## src/rtl/lcdn_pkg.sv

```systemverilog
// ----------------------------------------------------------------------------
// lcdn_pkg - shared types and constants for the character LCD nibble controller
// Command word passed from the byte classifier to the nibble sequencer, the
// power-up command table and default sizes.
// ----------------------------------------------------------------------------
package lcdn_pkg;

	localparam int unsigned INIT_LENGTH_DEF = 9;
	localparam int unsigned QUEUE_DEPTH_DEF = 4;
	localparam int unsigned TABLE_LEN       = 9;
	localparam int unsigned INIT_IDX_W      = $clog2(TABLE_LEN);

	localparam logic [7:0] INIT_TABLE [TABLE_LEN] = '{
		8'h30, 8'h30, 8'h30, 8'h20, 8'h28, 8'h0C, 8'h06, 8'h01, 8'h02
	};

	localparam logic [7:0] CH_CLEAR   = 8'hFF;
	localparam logic [7:0] CH_HOME    = 8'h40;
	localparam logic [7:0] CMD_CLEAR  = 8'h01;
	localparam logic [7:0] CMD_HOME   = 8'h02;

	typedef enum logic [1:0] {
		OP_NONE = 2'd0,
		OP_CTRL = 2'd1,
		OP_DATA = 2'd2
	} op_t;

	typedef struct packed {
		logic       do_init;
		op_t        op;
		logic [7:0] value;
	} cmd_t;

endpackage

```

## src/rtl/lcdn_in_if.sv

```systemverilog
// ----------------------------------------------------------------------------
// lcdn_in_if - byte stream channel
// Valid/ready channel carrying one display byte per transaction.
// ----------------------------------------------------------------------------
interface lcdn_in_if;
	logic       valid;
	logic       ready;
	logic [7:0] ch;

	modport source (output valid, output ch, input ready);
	modport sink   (input valid, input ch, output ready);
endinterface

```

## src/rtl/lcdn_out_if.sv

```systemverilog
// ----------------------------------------------------------------------------
// lcdn_out_if - nibble transfer channel
// Valid/ready channel carrying one LCD bus nibble per transaction.
// ----------------------------------------------------------------------------
interface lcdn_out_if;
	logic       valid;
	logic       ready;
	logic [3:0] nibble;
	logic       reg_select;
	logic       last;

	modport source (output valid, output nibble, output reg_select, output last, input ready);
	modport sink   (input valid, input nibble, input reg_select, input last, output ready);
endinterface

```

## src/rtl/char_lcd_nibble_controller.sv

```systemverilog
// ----------------------------------------------------------------------------
// char_lcd_nibble_controller - 4-bit character LCD bus controller
// Turns display bytes into nibble transfers, with power-up sequence, clear,
// escape commands and 4-bit mode tracking.
//
//   channel   dir   payload                       transaction
//   in_ch     in    ch[7:0]                       valid & ready
//   out_nib   out   nibble[3:0], reg_select, last valid & ready
//   cfg       in    cfg_data[7:0] (escape_code)   cfg_we
//
// One nibble per cycle leaves the sequencer while the output is not stalled;
// a data byte is 2 nibbles, a control byte 1 or 2, the first byte after reset
// up to 16 nibbles (init table). The classifier takes a byte per cycle while
// the command queue has room. Reset is asynchronous and needs no clearing
// pass; the first byte after it carries the power-up sequence. Output stalls
// hold the output register and back up through the queue to in_ch.ready.
// ----------------------------------------------------------------------------
module char_lcd_nibble_controller #(
	parameter int unsigned INIT_LENGTH = lcdn_pkg::INIT_LENGTH_DEF,
	parameter int unsigned QUEUE_DEPTH = lcdn_pkg::QUEUE_DEPTH_DEF
) (
	input  logic        clk,
	input  logic        arst_n,
	input  logic        cfg_we,
	input  logic [7:0]  cfg_data,
	lcdn_in_if.sink     in_ch,
	lcdn_out_if.source  out_nib
);

	logic           q_push, q_pop, q_full, q_valid, in_ready;
	lcdn_pkg::cmd_t q_in, q_head;

	assign in_ch.ready = in_ready;

	lcdn_front u_front (
		.clk      (clk),
		.arst_n   (arst_n),
		.cfg_we   (cfg_we),
		.cfg_data (cfg_data),
		.in_valid (in_ch.valid),
		.in_ch    (in_ch.ch),
		.q_full   (q_full),
		.in_ready (in_ready),
		.push     (q_push),
		.push_cmd (q_in)
	);

	lcdn_fifo #(.DEPTH(QUEUE_DEPTH)) u_fifo (
		.clk        (clk),
		.arst_n     (arst_n),
		.push       (q_push),
		.push_cmd   (q_in),
		.pop        (q_pop),
		.full       (q_full),
		.head_valid (q_valid),
		.head_cmd   (q_head)
	);

	lcdn_back #(.INIT_LENGTH(INIT_LENGTH)) u_back (
		.clk            (clk),
		.arst_n         (arst_n),
		.head_valid     (q_valid),
		.head_cmd       (q_head),
		.pop            (q_pop),
		.out_valid      (out_nib.valid),
		.out_ready      (out_nib.ready),
		.out_nibble     (out_nib.nibble),
		.out_reg_select (out_nib.reg_select),
		.out_last       (out_nib.last)
	);

`ifndef SYNTHESIS
	a_push_on_accept: assert property (@(posedge clk) disable iff (!arst_n)
		q_push |-> (in_ch.valid && in_ready && !q_full))
		else $error("queue push without accepted byte or with queue full");

	a_pop_needs_head: assert property (@(posedge clk) disable iff (!arst_n)
		q_pop |-> q_valid)
		else $error("queue pop while empty");

	a_pop_loads_last: assert property (@(posedge clk) disable iff (!arst_n)
		q_pop |=> (out_nib.valid && out_nib.last))
		else $error("command retired without a last nibble");

	a_data_rs: assert property (@(posedge clk) disable iff (!arst_n)
		(q_pop && !q_head.do_init && q_head.op == lcdn_pkg::OP_DATA) |=>
		out_nib.reg_select)
		else $error("data command finished on command register");
`endif

endmodule

```

## src/rtl/lcdn_front.sv

```systemverilog
// ----------------------------------------------------------------------------
// lcdn_front - byte classifier
// Tracks power-up and escape phases and turns each byte into a command word.
// Bytes that cause no transfer are dropped here.
// ----------------------------------------------------------------------------
module lcdn_front (
	input  logic               clk,
	input  logic               arst_n,
	input  logic               cfg_we,
	input  logic [7:0]         cfg_data,
	input  logic               in_valid,
	input  logic [7:0]         in_ch,
	input  logic               q_full,
	output logic               in_ready,
	output logic               push,
	output lcdn_pkg::cmd_t     push_cmd
);

	typedef enum logic [2:0] {
		PH_PWRUP  = 3'b001,
		PH_READY  = 3'b010,
		PH_ESCAPE = 3'b100
	} phase_t;

	phase_t     phase_q, phase_d;
	logic [7:0] escape_q;
	logic       accept;
	lcdn_pkg::cmd_t cmd;

	assign in_ready = !q_full;
	assign accept   = in_valid && in_ready;

	always_comb begin
		cmd.do_init = (phase_q == PH_PWRUP);
		cmd.op      = lcdn_pkg::OP_NONE;
		cmd.value   = in_ch;
		phase_d     = PH_READY;
		unique case (phase_q)
			PH_ESCAPE: begin
				if (in_ch[7]) begin
					cmd.op = lcdn_pkg::OP_CTRL;
				end else if (in_ch == lcdn_pkg::CH_HOME) begin
					cmd.op    = lcdn_pkg::OP_CTRL;
					cmd.value = lcdn_pkg::CMD_HOME;
				end
			end
			default: begin
				// clear test wins over a matching escape code
				if (in_ch == lcdn_pkg::CH_CLEAR) begin
					cmd.op    = lcdn_pkg::OP_CTRL;
					cmd.value = lcdn_pkg::CMD_CLEAR;
				end else if (in_ch == escape_q) begin
					phase_d = PH_ESCAPE;
				end else begin
					cmd.op = lcdn_pkg::OP_DATA;
				end
			end
		endcase
	end

	assign push     = accept && (cmd.do_init || cmd.op != lcdn_pkg::OP_NONE);
	assign push_cmd = cmd;

	always_ff @(posedge clk or negedge arst_n) begin
		if (!arst_n) begin
			phase_q  <= PH_PWRUP;
			escape_q <= 8'd27;
		end else begin
			if (accept) phase_q <= phase_d;
			if (cfg_we) escape_q <= cfg_data;
		end
	end

endmodule

```

## src/rtl/lcdn_fifo.sv

```systemverilog
// ----------------------------------------------------------------------------
// lcdn_fifo - command queue
// Small register FIFO between the classifier and the nibble sequencer.
// ----------------------------------------------------------------------------
module lcdn_fifo #(
	parameter int unsigned DEPTH = lcdn_pkg::QUEUE_DEPTH_DEF
) (
	input  logic           clk,
	input  logic           arst_n,
	input  logic           push,
	input  lcdn_pkg::cmd_t push_cmd,
	input  logic           pop,
	output logic           full,
	output logic           head_valid,
	output lcdn_pkg::cmd_t head_cmd
);

	localparam int unsigned PTR_W = (DEPTH > 1) ? $clog2(DEPTH) : 1;
	localparam int unsigned CNT_W = $clog2(DEPTH + 1);

	lcdn_pkg::cmd_t   mem_q [DEPTH];
	logic [PTR_W-1:0] wr_ptr_q, rd_ptr_q;
	logic [CNT_W-1:0] count_q;

	assign full       = (count_q == CNT_W'(DEPTH));
	assign head_valid = (count_q != '0);
	assign head_cmd   = mem_q[rd_ptr_q];

	function automatic logic [PTR_W-1:0] next_ptr(input logic [PTR_W-1:0] p);
		next_ptr = (p == PTR_W'(DEPTH - 1)) ? '0 : p + 1'b1;
	endfunction

	always_ff @(posedge clk) begin
		if (push) mem_q[wr_ptr_q] <= push_cmd;
	end

	always_ff @(posedge clk or negedge arst_n) begin
		if (!arst_n) begin
			wr_ptr_q <= '0;
			rd_ptr_q <= '0;
			count_q  <= '0;
		end else begin
			if (push) wr_ptr_q <= next_ptr(wr_ptr_q);
			if (pop)  rd_ptr_q <= next_ptr(rd_ptr_q);
			if (push && !pop)      count_q <= count_q + 1'b1;
			else if (pop && !push) count_q <= count_q - 1'b1;
		end
	end

endmodule

```

## src/rtl/lcdn_back.sv

```systemverilog
// ----------------------------------------------------------------------------
// lcdn_back - nibble sequencer
// Walks the power-up table and the queued command, one nibble per cycle
// while not stalled, into the output register. Owns the 4-bit mode flag.
// ----------------------------------------------------------------------------
module lcdn_back #(
	parameter int unsigned INIT_LENGTH = lcdn_pkg::INIT_LENGTH_DEF
) (
	input  logic           clk,
	input  logic           arst_n,
	input  logic           head_valid,
	input  lcdn_pkg::cmd_t head_cmd,
	output logic           pop,
	output logic           out_valid,
	input  logic           out_ready,
	output logic [3:0]     out_nibble,
	output logic           out_reg_select,
	output logic           out_last
);

	localparam int unsigned IDX_W    = lcdn_pkg::INIT_IDX_W;
	localparam int unsigned INIT_LEN = (INIT_LENGTH > lcdn_pkg::TABLE_LEN) ?
	                                   lcdn_pkg::TABLE_LEN : INIT_LENGTH;

	logic [IDX_W-1:0] idx_q;
	logic             op_q;      // init part of head entry is done
	logic             low_q;     // next nibble is the low half
	logic             four_bit_q;
	logic             valid_q;
	logic [3:0]       nibble_q;
	logic             rs_q;
	logic             last_q;

	logic       cur_init, rs, high_only, byte_done, init_end, last, fire;
	logic [7:0] b;
	logic [3:0] nib;

	always_comb begin
		cur_init  = head_cmd.do_init && !op_q;
		b         = cur_init ? lcdn_pkg::INIT_TABLE[idx_q] : head_cmd.value;
		rs        = !cur_init && (head_cmd.op == lcdn_pkg::OP_DATA);
		high_only = !rs && !four_bit_q;
		byte_done = low_q || high_only;
		nib       = low_q ? b[3:0] : b[7:4];
		init_end  = cur_init && (idx_q == IDX_W'(INIT_LEN - 1));
		last      = byte_done && (!cur_init || (init_end && head_cmd.op == lcdn_pkg::OP_NONE));
		fire      = head_valid && (!valid_q || out_ready);
	end

	assign pop            = fire && last;
	assign out_valid      = valid_q;
	assign out_nibble     = nibble_q;
	assign out_reg_select = rs_q;
	assign out_last       = last_q;

	always_ff @(posedge clk) begin
		if (fire) begin
			nibble_q <= nib;
			rs_q     <= rs;
			last_q   <= last;
		end
	end

	always_ff @(posedge clk or negedge arst_n) begin
		if (!arst_n) begin
			idx_q      <= '0;
			op_q       <= 1'b0;
			low_q      <= 1'b0;
			four_bit_q <= 1'b0;
			valid_q    <= 1'b0;
		end else begin
			if (fire) valid_q <= 1'b1;
			else if (out_ready) valid_q <= 1'b0;

			if (fire) begin
				// function-set to 4-bit, seen as a lone high nibble
				if (!low_q && high_only && b[5:4] == 2'b10) four_bit_q <= 1'b1;
				low_q <= !byte_done;
				if (last) begin
					idx_q <= '0;
					op_q  <= 1'b0;
				end else if (byte_done && cur_init) begin
					if (init_end) begin
						idx_q <= '0;
						op_q  <= 1'b1;
					end else begin
						idx_q <= idx_q + 1'b1;
					end
				end
			end
		end
	end

endmodule
```

## src/flat_wrapper.sv

```systemverilog
// flat-port wrapper written by rule: the top's interface ports become plain ports
module char_lcd_nibble_controller_flat 
#(
	parameter int unsigned INIT_LENGTH = lcdn_pkg::INIT_LENGTH_DEF,
	parameter int unsigned QUEUE_DEPTH = lcdn_pkg::QUEUE_DEPTH_DEF
)
  (clk, arst_n, cfg_we, cfg_data, in_ch_valid, in_ch_ch, in_ch_ready, out_nib_valid, out_nib_nibble, out_nib_reg_select, out_nib_last, out_nib_ready);
  lcdn_in_if in_ch_i ();
  lcdn_out_if out_nib_i ();
  input  logic clk;
  input  logic arst_n;
  input  logic cfg_we;
  input  logic [7:0] cfg_data;
  input wire logic [$bits(in_ch_i.valid)-1:0] in_ch_valid;
  input wire logic [$bits(in_ch_i.ch)-1:0] in_ch_ch;
  output wire logic [$bits(in_ch_i.ready)-1:0] in_ch_ready;
  output wire logic [$bits(out_nib_i.valid)-1:0] out_nib_valid;
  output wire logic [$bits(out_nib_i.nibble)-1:0] out_nib_nibble;
  output wire logic [$bits(out_nib_i.reg_select)-1:0] out_nib_reg_select;
  output wire logic [$bits(out_nib_i.last)-1:0] out_nib_last;
  input wire logic [$bits(out_nib_i.ready)-1:0] out_nib_ready;
  assign in_ch_i.valid = in_ch_valid;
  assign in_ch_i.ch = in_ch_ch;
  assign in_ch_ready = in_ch_i.ready;
  assign out_nib_valid = out_nib_i.valid;
  assign out_nib_nibble = out_nib_i.nibble;
  assign out_nib_reg_select = out_nib_i.reg_select;
  assign out_nib_last = out_nib_i.last;
  assign out_nib_i.ready = out_nib_ready;
  char_lcd_nibble_controller #(.INIT_LENGTH(INIT_LENGTH), .QUEUE_DEPTH(QUEUE_DEPTH)) u_core (.clk(clk), .arst_n(arst_n), .cfg_we(cfg_we), .cfg_data(cfg_data), .in_ch(in_ch_i), .out_nib(out_nib_i));
endmodule
```

## config.mk

```make
export PLATFORM = sky130hd
export DESIGN_NAME = char_lcd_nibble_controller_flat
export DESIGN_NICKNAME = d
export VERILOG_FILES = /design/src/rtl/lcdn_pkg.sv /design/src/rtl/lcdn_in_if.sv /design/src/rtl/lcdn_out_if.sv /design/src/rtl/char_lcd_nibble_controller.sv /design/src/rtl/lcdn_front.sv /design/src/rtl/lcdn_fifo.sv /design/src/rtl/lcdn_back.sv /design/src/flat_wrapper.sv
export SDC_FILE = /design/constraint.sdc
export NUM_CORES = 1
export LEC_CHECK = 0
export BUFFER_PORTS_ARGS = -buffer_cell sky130_fd_sc_hd__buf_2
export CORE_AREA = 3 3 93 139
export CTS_CLUSTER_SIZE = 12
export DETAILED_ROUTE_END_ITERATION = 8
export DIE_AREA = 0 0 96 142
export GPL_TIMING_DRIVEN = 0
export SYNTH_ARGS = -nofsm -noshare
export SYNTH_HDL_FRONTEND = slang
export SYNTH_SLANG_ARGS = --single-unit
```

## constraint.sdc

```tcl
create_clock -name clk -period 4.45 [get_ports clk]
set_clock_uncertainty 0.2 [all_clocks]
set_input_delay 0.445 -clock clk [delete_from_list [all_inputs] [get_ports clk]]
set_output_delay 0.445 -clock clk [all_outputs]
set_load 0.02 [all_outputs]
```

==> results of run 1 <==
-- logic make-up (layout without fill, tap and decap cells) --
family | after synthesis | count (layout)
fa+ha+maj | 12 | 12
compound gates | 26 | 26
flops | 76 | 76
xor+xnor | 11 | 11
simple gates | 65 | 65
mux | 29 | 29
buf+inv | 19 | 63
-- power groups by stage --
stage | logic, mW | registers [mW] | clock network, mW
final | 0.842 | 1.05 | 0.677
after CTS | 0.864 | 1.05 | 0.700
after global placement | 0.842 | 1.06 | 0
after floorplan | 0.618 | 1.08 | 0
after global routing | 0.949 | 1.07 | 0.728
after detailed placement | 0.859 | 1.07 | 0
-- per-stage QoR --
step | hold slack [ns] | worst slack [ns] | area [sq um] | total power [mW] | utilization [%]
floorplan | -0.0506 | 1.56 | 3520 | 1.70 | -
global placement | 0.283 | 1.25 | 3850 | 1.90 | 32.2
detailed placement | 0.286 | 1.18 | 3850 | 1.92 | 32.2
CTS | 0.130 | 1.41 | 4140 | 2.62 | 34.6
global route | 0.146 | 1.24 | 4140 | 2.75 | 34.6
finish | 0.146 | 1.47 | 4140 | 2.57 | 34.6
-- state kept, by name, indices dropped and copies added (netlist names) --
signal / count
u_core.u_back.out_valid: 1
u_core.u_back.out_nibble: 4
u_core.u_back.low_q: 1
u_core.u_front.phase_q: 3
u_core.u_back.four_bit_q: 1
u_core.u_fifo.wr_ptr_q: 2
u_core.u_fifo.mem_q: 44
u_core.u_fifo.count_q: 3
u_core.u_back.op_q: 1
u_core.u_fifo.rd_ptr_q: 2
u_core.u_back.out_reg_select: 1
u_core.u_back.out_last: 1
u_core.u_front.escape_q: 8
u_core.u_back.idx_q: 4
-- area by class of cell --
type                            instances  share of cell area, %
Sequential cell                        76                   52.1
Multi-Input combinational cell        143                   31.1
Clock buffer                           14                   6.62
Tap cell                              153                   4.62
Timing Repair Buffer                   28                   3.50
Inverter                               12                   1.09
Buffer                                  7                  0.755
Clock inverter                          2                  0.211
-- placed cells by master, fill, tap and decap left out, types with 5 or more instances in the layout --
cell type  Yosys  final
xnor2_1        9      9
a21oi_1       11     11
buf_2          4     31
mux4_2        11     11
inv_1         12     12
mux2_2        11     11
nor2b_1        6      6
nor2_1        17     17
clkbuf_1       3      5
dfstp_2        5      5
ha_1          11     11
dfrtp_1       21     21
edfxtp_1      50     50
and2_1         6      6
clkbuf_16      0      9
nand2_1        9      9
-- per-layer routing --
metal  GRT usage [%]  wire, microns
met5               0              0
met4            6.00            140
met3            2.75            247
met2            17.6           3260
met1            11.1           2540
-- worst min path at each step --
stage / cells past startpoint / from / to
final: 2 / cfg_data[4] / u_core.u_front.escape_q[4]$_DFFE_PN1P_
after floorplan: 0 / arst_n / u_core.u_back.four_bit_q$_DFFE_PN0P_
after detailed placement: 1 / u_core.u_back.four_bit_q$_DFFE_PN0P_ / u_core.u_back.four_bit_q$_DFFE_PN0P_
after global routing: 2 / cfg_data[4] / u_core.u_front.escape_q[4]$_DFFE_PN1P_
after global placement: 1 / u_core.u_fifo.count_q[2]$_DFFE_PN0P_ / u_core.u_fifo.count_q[2]$_DFFE_PN0P_
after CTS: 2 / cfg_data[4] / u_core.u_front.escape_q[4]$_DFFE_PN1P_
-- critical path: stages, from the launching register on --
cell	delay [ns]
dfrtp_1	0.40
buf_2	0.28
mux4_2	0.36
nand2b_4	0.18
o21a_1	0.17
o21bai_2	0.21
ha_1	0.23
inv_1	0.06
fa_1	0.37
xor2_1	0.17
nor2_1	0.12
xor2_1	0.15
-- what timing repair did --
item                       CTS  global route
hold endpoints to repair    21             0
hold buffers                 1             0
setup endpoints to repair    0             0
==> impl_metrics.toml, run 1 <==
[worst_setup_path]
crit_start = "u_core.u_fifo.rd_ptr_q[1]$_DFFE_PN0P_"
critical_path_class = "reg -> reg"
r2r-end = "u_core.u_fifo.count_q[2]$_DFFE_PN0P_"
startpoint_type = "flop"
r2r_slack_ns = 1.47
cp_max_fo = 10
worstPathArrival_ns = 3.04
reg2reg_depth = 11
r2r_start = "u_core.u_fifo.rd_ptr_q[1]$_DFFE_PN0P_"
worst_setup_path_end_kind = "flop"
crit_path_end = "u_core.u_fifo.count_q[2]$_DFFE_PN0P_"
required_ns = 4.50

[run]
maxCapViolCount = 0

[timing]
tns_ns = 0
final-hold-violation-count = 0
fin_crit_sh_pct = 67.0
finalSetupViolCount = 0
slew_viol_final = 0
min_period_ns = 2.98
rsz0062_at_grt = "false"
fmax_mhz = 335
worst_pin_slew_ns = 0.698
max_slew_margin_pct = 53.3

[synthesis]
synthFlopType = "edfxtp_1"
ys_seq_elements = 76
netlist_top_cells_count = "50 x edfxtp_1, 21 x dfrtp_1, 17 x nor2_1"
synth_edf_count = 50
synthSimpleGateAreaFrac_pct = 10.9
synth_top_family_by_area = "multiplexers"
synth-adder-area-share_pct = 4.48
synth_top_area_share_pct = 42.6
ys_warn_count = 0
synth_most_common_cell = "edfxtp_1"
syn_inst = 238
synth_compound_area_share_pct = 5.47
syn-cell-area_sq_um = 3520
synthMuxAreaShare_pct = 12.9
syn-num-nets = 271
ys_seq_area_share_pct = 61.3
async_reset_ff_share_pct = 34.2
synth.avg_cell_area_sq_um = 14.8
synthTopCellsByArea = "edfxtp_1 43%, dfrtp_1 15%, mux4_2 7.0%"
yosysTopAreaCell = "edfxtp_1"
synth.distinct_cells = 46
synthXorXnorAreaFrac_pct = 2.74

[route]
drt_iter0_drc = 61
wire_per_inst_microns = 14.2
vias_per_cell = 4.47
routed_wl_microns = 6180
drtPass1Iterations = 5
num_vias = 1946
drtAntennaViolNets = 0
drc = 0

[floorplanning]
initial_core_util_pct = 29.5
fp.coreArea_sq_um = 12000
fp.dieH_microns = 142
fp.dieArea_sq_um = 13600
fp.dieW_microns = 96
ios = 29
core.rowCount = 49

[power_and_ir_drop]
p_seq_share_pct = 40.8
irDropWorstVdd_uv = 199
p_switching_mw = 0.803
clkPwrFrac_pct = 26.4
power.density_nw_per_um2 = 620
swShare_pct = 31.3
cellLeakagePower_nw = 1.54
power_frac_comb_pct = 32.8
power.internal_mw = 1.76

[layout]
finalNonFillerCells = 435
antennaDiodeCount = 0
drive_gt1_share_pct = 29.8
area_growth_pct = 17.6
multiInputGateArea_sq_um = 1290
fin_nets = 310
nFillCells = 1143
ff_latch_area_sq_um = 2160

[clock_network]
cts_tree = "yes"
clk_latency_ns = 0.33
cts_resized = 0
htreeDepth = 3
cts_root_buf = "clkbuf_16"
clockBufferDepth = 2
cts.sinks = 76
path_clk_slew_ns = 0.05
post_cts_buffers = 0
numCtsBuffers = 9

[hold_path]
hp-class = "in -> reg"

[placement]
io_buffer_count = 27
place.gp.congestion = 0.785
dpl.cell_count = 418
dpl.hpwl_microns = 4490

[global_route]
grt_max_degree = 27
antenna_found_initial = 0
grt_pass1_vias = 2124
grt_pass1_wl_microns = 10300
grtUsageTotal_pct = 10.2
gr-total-overflow = 0

[run_status]
status = "finished, final reports clean"
Power figures use the tool's default switching activity.
==> run 2: changes to the inputs <==
clock period = 2.4 ns   (was 4.45 ns; I/O delays follow)
==> impl_metrics.toml, run 2 (same netlist as run 1, synthesis figures left out) <==
[timing]
fin_crit_sh_pct = 116
worst_pin_slew_ns = 0.677
slew_viol_final = 0
fmax_mhz = 358
min_period_ns = 2.79
rsz0062_at_grt = "true"
max_slew_margin_pct = 54.9
tns_ns = -0.722
final-hold-violation-count = 0
worst_slack_ns = -0.393
finalSetupViolCount = 2

[clock_network]
htreeDepth = 3
numCtsBuffers = 9
cts_tree = "yes"
path_clk_slew_ns = 0.06
clk_latency_ns = 0.33
cts.sinks = 76
clockBufferDepth = 2
cts_root_buf = "clkbuf_16"

[route]
num_vias = 2098
drtAntennaViolNets = 0
wl_met1_microns = 2590
drtPass1Iterations = 4
routed_wl_microns = 6550
wl_met2_microns = 3500
vias_per_cell = 4.65
drc = 0
wl_met3_microns = 271
wire_per_inst_microns = 14.5
drt_iter0_drc = 95
top_layer = "met4"

[layout]
finalNonFillerCells = 451
final_common_cell = "edfxtp_1"
nFillCells = 1152
largest_register_ffs = 44
drive_gt1_share_pct = 36.6
area_growth_pct = 24.6
top_register = "u_core.u_fifo.mem_q"
final_cell_mix = "50 x edfxtp_1, 27 x buf_2, 19 x dfrtp_1, 16 x nor2_1"
fin_nets = 326
antennaDiodeCount = 0
reg_top3 = "u_core.u_fifo.mem_q: 44 flops, u_core.u_front.escape_q: 8 flops"
post-route-util_pct = 36.7

[global_route]
grtUsageTotal_pct = 10.7
antenna_found_initial = 0
gr-total-overflow = 0
grt_pass1_vias = 2199
grt_pass1_wl_microns = 10800
grt_max_degree = 27

[placement]
dpl.hpwl_microns = 4560
dp_worst_setup_slack_ns = -0.625
io_buffer_count = 27
dpl.cell_count = 418
place.gp.congestion = 0.734

[floorplanning]
fp.dieH_microns = 142
fp.dieW_microns = 96
ios = 29
initial_core_util_pct = 29.5
fp.coreArea_sq_um = 12000
fp.dieArea_sq_um = 13600
core.rowCount = 49

[run_status]
status = "finished, violations left"
violations = "setup timing"

[worst_setup_path]
worst_setup_path_end_kind = "flop"
worstPathArrival_ns = 2.81
cp_num_buf_inv = 2
cp_top_family = "multiplexers"
cp.depth = 8
reg2reg_depth = 8
required_ns = 2.42
crit_slowest_cell = "mux4_2"
worstPathCellList = "buf_4, mux4_2, nor4_4, o21bai_4, ha_2, inv_2, fa_2, mux2_2"
critical_path_class = "reg -> reg"
slowest_delay_ns = 0.57
cp_max_fo = 4
startpoint_type = "flop"

[run]
maxCapViolCount = 0

[power_and_ir_drop]
irDropWorstVdd_uv = 557
power.density_nw_per_um2 = 1180
total_power_mw = 5.18
cellLeakagePower_nw = 1.64

[hold_path]
hp-class = "in -> reg"
hold_depth = 3
run 2: path summary, 6_finish.rpt:
| path | startpoint | end | slack [ns] |
|---|---|---|---|
| hold reg to reg | u_core.u_back.op_q$_DFFE_PN0P_ | u_core.u_back.op_q$_DFFE_PN0P_ | 0.30 |
| hold / removal | out_nib_ready | u_core.u_back.out_valid$_DFFE_PN0P_ | 0.04 |
| min in group asynchronous | arst_n | u_core.u_back.idx_q[0]$_DFFE_PN0P_ | 0.28 |
| setup reg to reg | u_core.u_fifo.rd_ptr_q[0]$_DFFE_PN0P_ | u_core.u_fifo.count_q[1]$_DFFE_PN0P_ | -0.39 |
| setup / recovery | u_core.u_fifo.rd_ptr_q[0]$_DFFE_PN0P_ | u_core.u_fifo.count_q[1]$_DFFE_PN0P_ | -0.39 |
| max in group asynchronous | arst_n | u_core.u_fifo.rd_ptr_q[0]$_DFFE_PN0P_ | 1.23 |
run 2: layout make-up:
class                      instances  area (sq um)  area share, %
buffer                             5          33.8          0.770
clock buffer                       9           225           5.13
clock inverter                     7          91.3           2.08
inverter                          12          45.0           1.03
multi-input combinational        143          1340           30.5
sequential                        76          2160           49.2
tap                              153           191           4.36
timing repair buffer              46           304           6.93
run 2: power by group:
group / total, mW / internal (mW) / switching, mW
Sequential: 1.95 / 1.78 / 0.166
Clock: 1.42 / 0.905 / 0.520
Combinational: 1.80 / 0.872 / 0.932
Total: 5.18 / 3.56 / 1.62
run 2: through the flow:
stage	hold WS (ns)	instance area, sq um
detailed placement	0.107	3860
global placement	0.114	3860
CTS	0.00370	4330
global route	0.0577	4390
floorplan	-0.256	3530
finish	0.0414	4390
run 2: routing by layer:
metal / track usage, % / up-vias
met5: 0 / -
li1: - / 992
met3: 2.86 / 16
met2: 19.0 / 49
met4: 5.32 / 0
met1: 11.5 / 1041
run 2: tightest hold or removal path: cells and delay by family:
kind | cells | cell delay (ns)
AND/OR/NAND/NOR | 2 | 0.22
buffers and inverters | 1 | 0.07
run 2: timing repair:
action                                 in CTS  in global routing
hold buffers                                9                  0
gates resized for setup                    10                  7
buffers inserted                            4                  6
pin swaps                                   3                  3
setup endpoints to repair                  49                  7
endpoints found under the hold margin      29                  0
==> run 3: changes to the inputs <==
RECOVER_POWER = 50   (was not set)
==> impl_metrics.toml, run 3 (same netlist as run 1, synthesis figures left out) <==
[route]
drt_iter0_drc = 95
drtAntennaViolNets = 0
routed_wl_microns = 6550
drc = 0
num_vias = 2099
vias_per_cell = 4.65
wire_per_inst_microns = 14.5
drtPass1Iterations = 4

[timing]
final-hold-violation-count = 0
rsz0062_at_grt = "true"
worst_slack_ns = -0.393
fmax_mhz = 358
fin_crit_sh_pct = 116
max_slew_margin_pct = -8.76
worst_pin_slew_ns = 1.63
min_period_ns = 2.79
slew_viol_final = 27
finalSetupViolCount = 2
timing.hold.ws_ns = 0.0414

[worst_setup_path]
worst_setup_path_end_kind = "flop"
worstPathArrival_ns = 2.81
startpoint_type = "flop"
critical_path_class = "reg -> reg"
required_ns = 2.42
cp_max_fo = 4

[clock_network]
numCtsBuffers = 9
cts.sinks = 76
cts_tree = "yes"
clk_latency_ns = 0.33
htreeDepth = 3
path_clk_slew_ns = 0.06
clockBufferDepth = 2
cts_root_buf = "clkbuf_16"

[power_and_ir_drop]
cellLeakagePower_nw = 1.63
p_seq_share_pct = 37.7
power_frac_comb_pct = 34.8
total_power_mw = 5.18
power.internal_mw = 3.56
clkPwrFrac_pct = 27.5
irDropWorstVdd_uv = 556
power.density_nw_per_um2 = 1180
p_switching_mw = 1.62
swShare_pct = 31.2

[layout]
largest_register_ffs = 44
drive_gt1_share_pct = 35.9
area_growth_pct = 24.5
final_common_cell = "edfxtp_1"
ff_latch_area_sq_um = 2160
antennaDiodeCount = 0
final_cell_mix = "50 x edfxtp_1, 25 x buf_2, 19 x dfrtp_1, 16 x nor2_1"
reg_top3 = "u_core.u_fifo.mem_q: 44 flops, u_core.u_front.escape_q: 8 flops"
top_register = "u_core.u_fifo.mem_q"
nFillCells = 1153
fin_nets = 326
multiInputGateArea_sq_um = 1340
finalNonFillerCells = 451

[global_route]
grt_pass1_vias = 2199
antenna_found_initial = 0
gr-usage-met3_pct = 2.86
grt_pass1_wl_microns = 10800
top_usage_layer = "met2"
gr-usage-met1_pct = 11.5
grt_use_met2_pct = 19.0
grtUsageTotal_pct = 10.7
grt_max_degree = 27
gr-total-overflow = 0

[floorplanning]
fp.coreArea_sq_um = 12000
ios = 29
fp.dieArea_sq_um = 13600
fp.dieH_microns = 142
fp.dieW_microns = 96
core.rowCount = 49
initial_core_util_pct = 29.5

[run_status]
status = "finished, violations left"
violations = "capacitance limit, slew limit, setup timing"

[placement]
io_buffer_count = 27
dp_worst_setup_slack_ns = -0.625
place.gp.congestion = 0.734
dpl.cell_count = 418
dpl.hpwl_microns = 4560

[run]
maxCapViolCount = 1

[hold_path]
hp-class = "in -> reg"
==> run 3: cell count changes in the layout (fill, tap and decap cells not counted), sizes merged <==
cell / delta
clkbuf: +2
buf: -2
==> run 3: critical path, cell delays in order, from the launching register on <==
cell and delay (ns):
dfrtp_2 0.39, buf_4 0.13, mux4_2 0.57, nor4_4 0.32, o21bai_4 0.12, ha_2 0.21
inv_2 0.05, fa_2 0.42, mux2_2 0.27
==> run 3: path summary, 6_finish.rpt <==
path                                                       start                               endpoint  slack (ns)  cells after the start
hold / removal                                     out_nib_ready    u_core.u_back.out_valid$_DFFE_PN0P_        0.04                      3
hold reg to reg                   u_core.u_back.op_q$_DFFE_PN0P_         u_core.u_back.op_q$_DFFE_PN0P_        0.30                      1
setup reg to reg           u_core.u_fifo.rd_ptr_q[0]$_DFFE_PN0P_   u_core.u_fifo.count_q[1]$_DFFE_PN0P_       -0.39                      8
max in group asynchronous                                 arst_n  u_core.u_fifo.rd_ptr_q[0]$_DFFE_PN0P_        0.27                      2
setup / recovery           u_core.u_fifo.rd_ptr_q[0]$_DFFE_PN0P_   u_core.u_fifo.count_q[1]$_DFFE_PN0P_       -0.39                      8
min in group asynchronous                                 arst_n     u_core.u_back.idx_q[0]$_DFFE_PN0P_        0.66                      2
==> run 3: metrics by stage <==
| step | setup TNS (ns) | area [sq um] | utilization (%) |
|---|---|---|---|
| 2_1_floorplan | -0.604 | 3530 | - |
| 3_5_place_dp | -19.27 | 3860 | 32.3 |
| 4_1_cts | -0.652 | 4330 | 36.2 |
| 6_report | -0.722 | 4390 | 36.7 |
| 5_1_grt | -1.25 | 4390 | 36.7 |
| 3_3_place_gp | -18.72 | 3860 | 32.3 |
==> run 3: repair_timing <==
action / CTS / global route
buffers inserted: 4 / 6
gates cloned: 0 / 0
resized for setup: 10 / 7
pin swaps: 3 / 3
setup endpoints to repair: 49 / 7
endpoints found under the hold margin: 29 / 0
hold buffers: 9 / 0
==> run 3: final cells by class <==
type,instances,share of cell area [%]
Inverter,12,1.03
Tap cell,153,4.37
Clock inverter,7,2.08
Sequential cell,76,49.3
Multi-Input combinational cell,143,30.5
Clock buffer,9,5.14
Timing Repair Buffer,46,6.88
Buffer,5,0.770
==> run 3: power by group through the flow <==
stage	sequential [mW]	combinational (mW)	clock (mW)
after detailed placement	1.98	1.62	0
after floorplan	2.01	1.16	0
final	1.95	1.80	1.43
after CTS	1.96	1.74	1.47
after global routing	1.99	2.02	1.52
after global placement	1.96	1.57	0
==> run 3: metal layers <==
layer  vias to the layer above  routed length, microns
met5                         -                       0
met4                         0                     190
met3                        16                     270
met2                        49                    3500
met1                      1042                    2590
li1                        992                       -
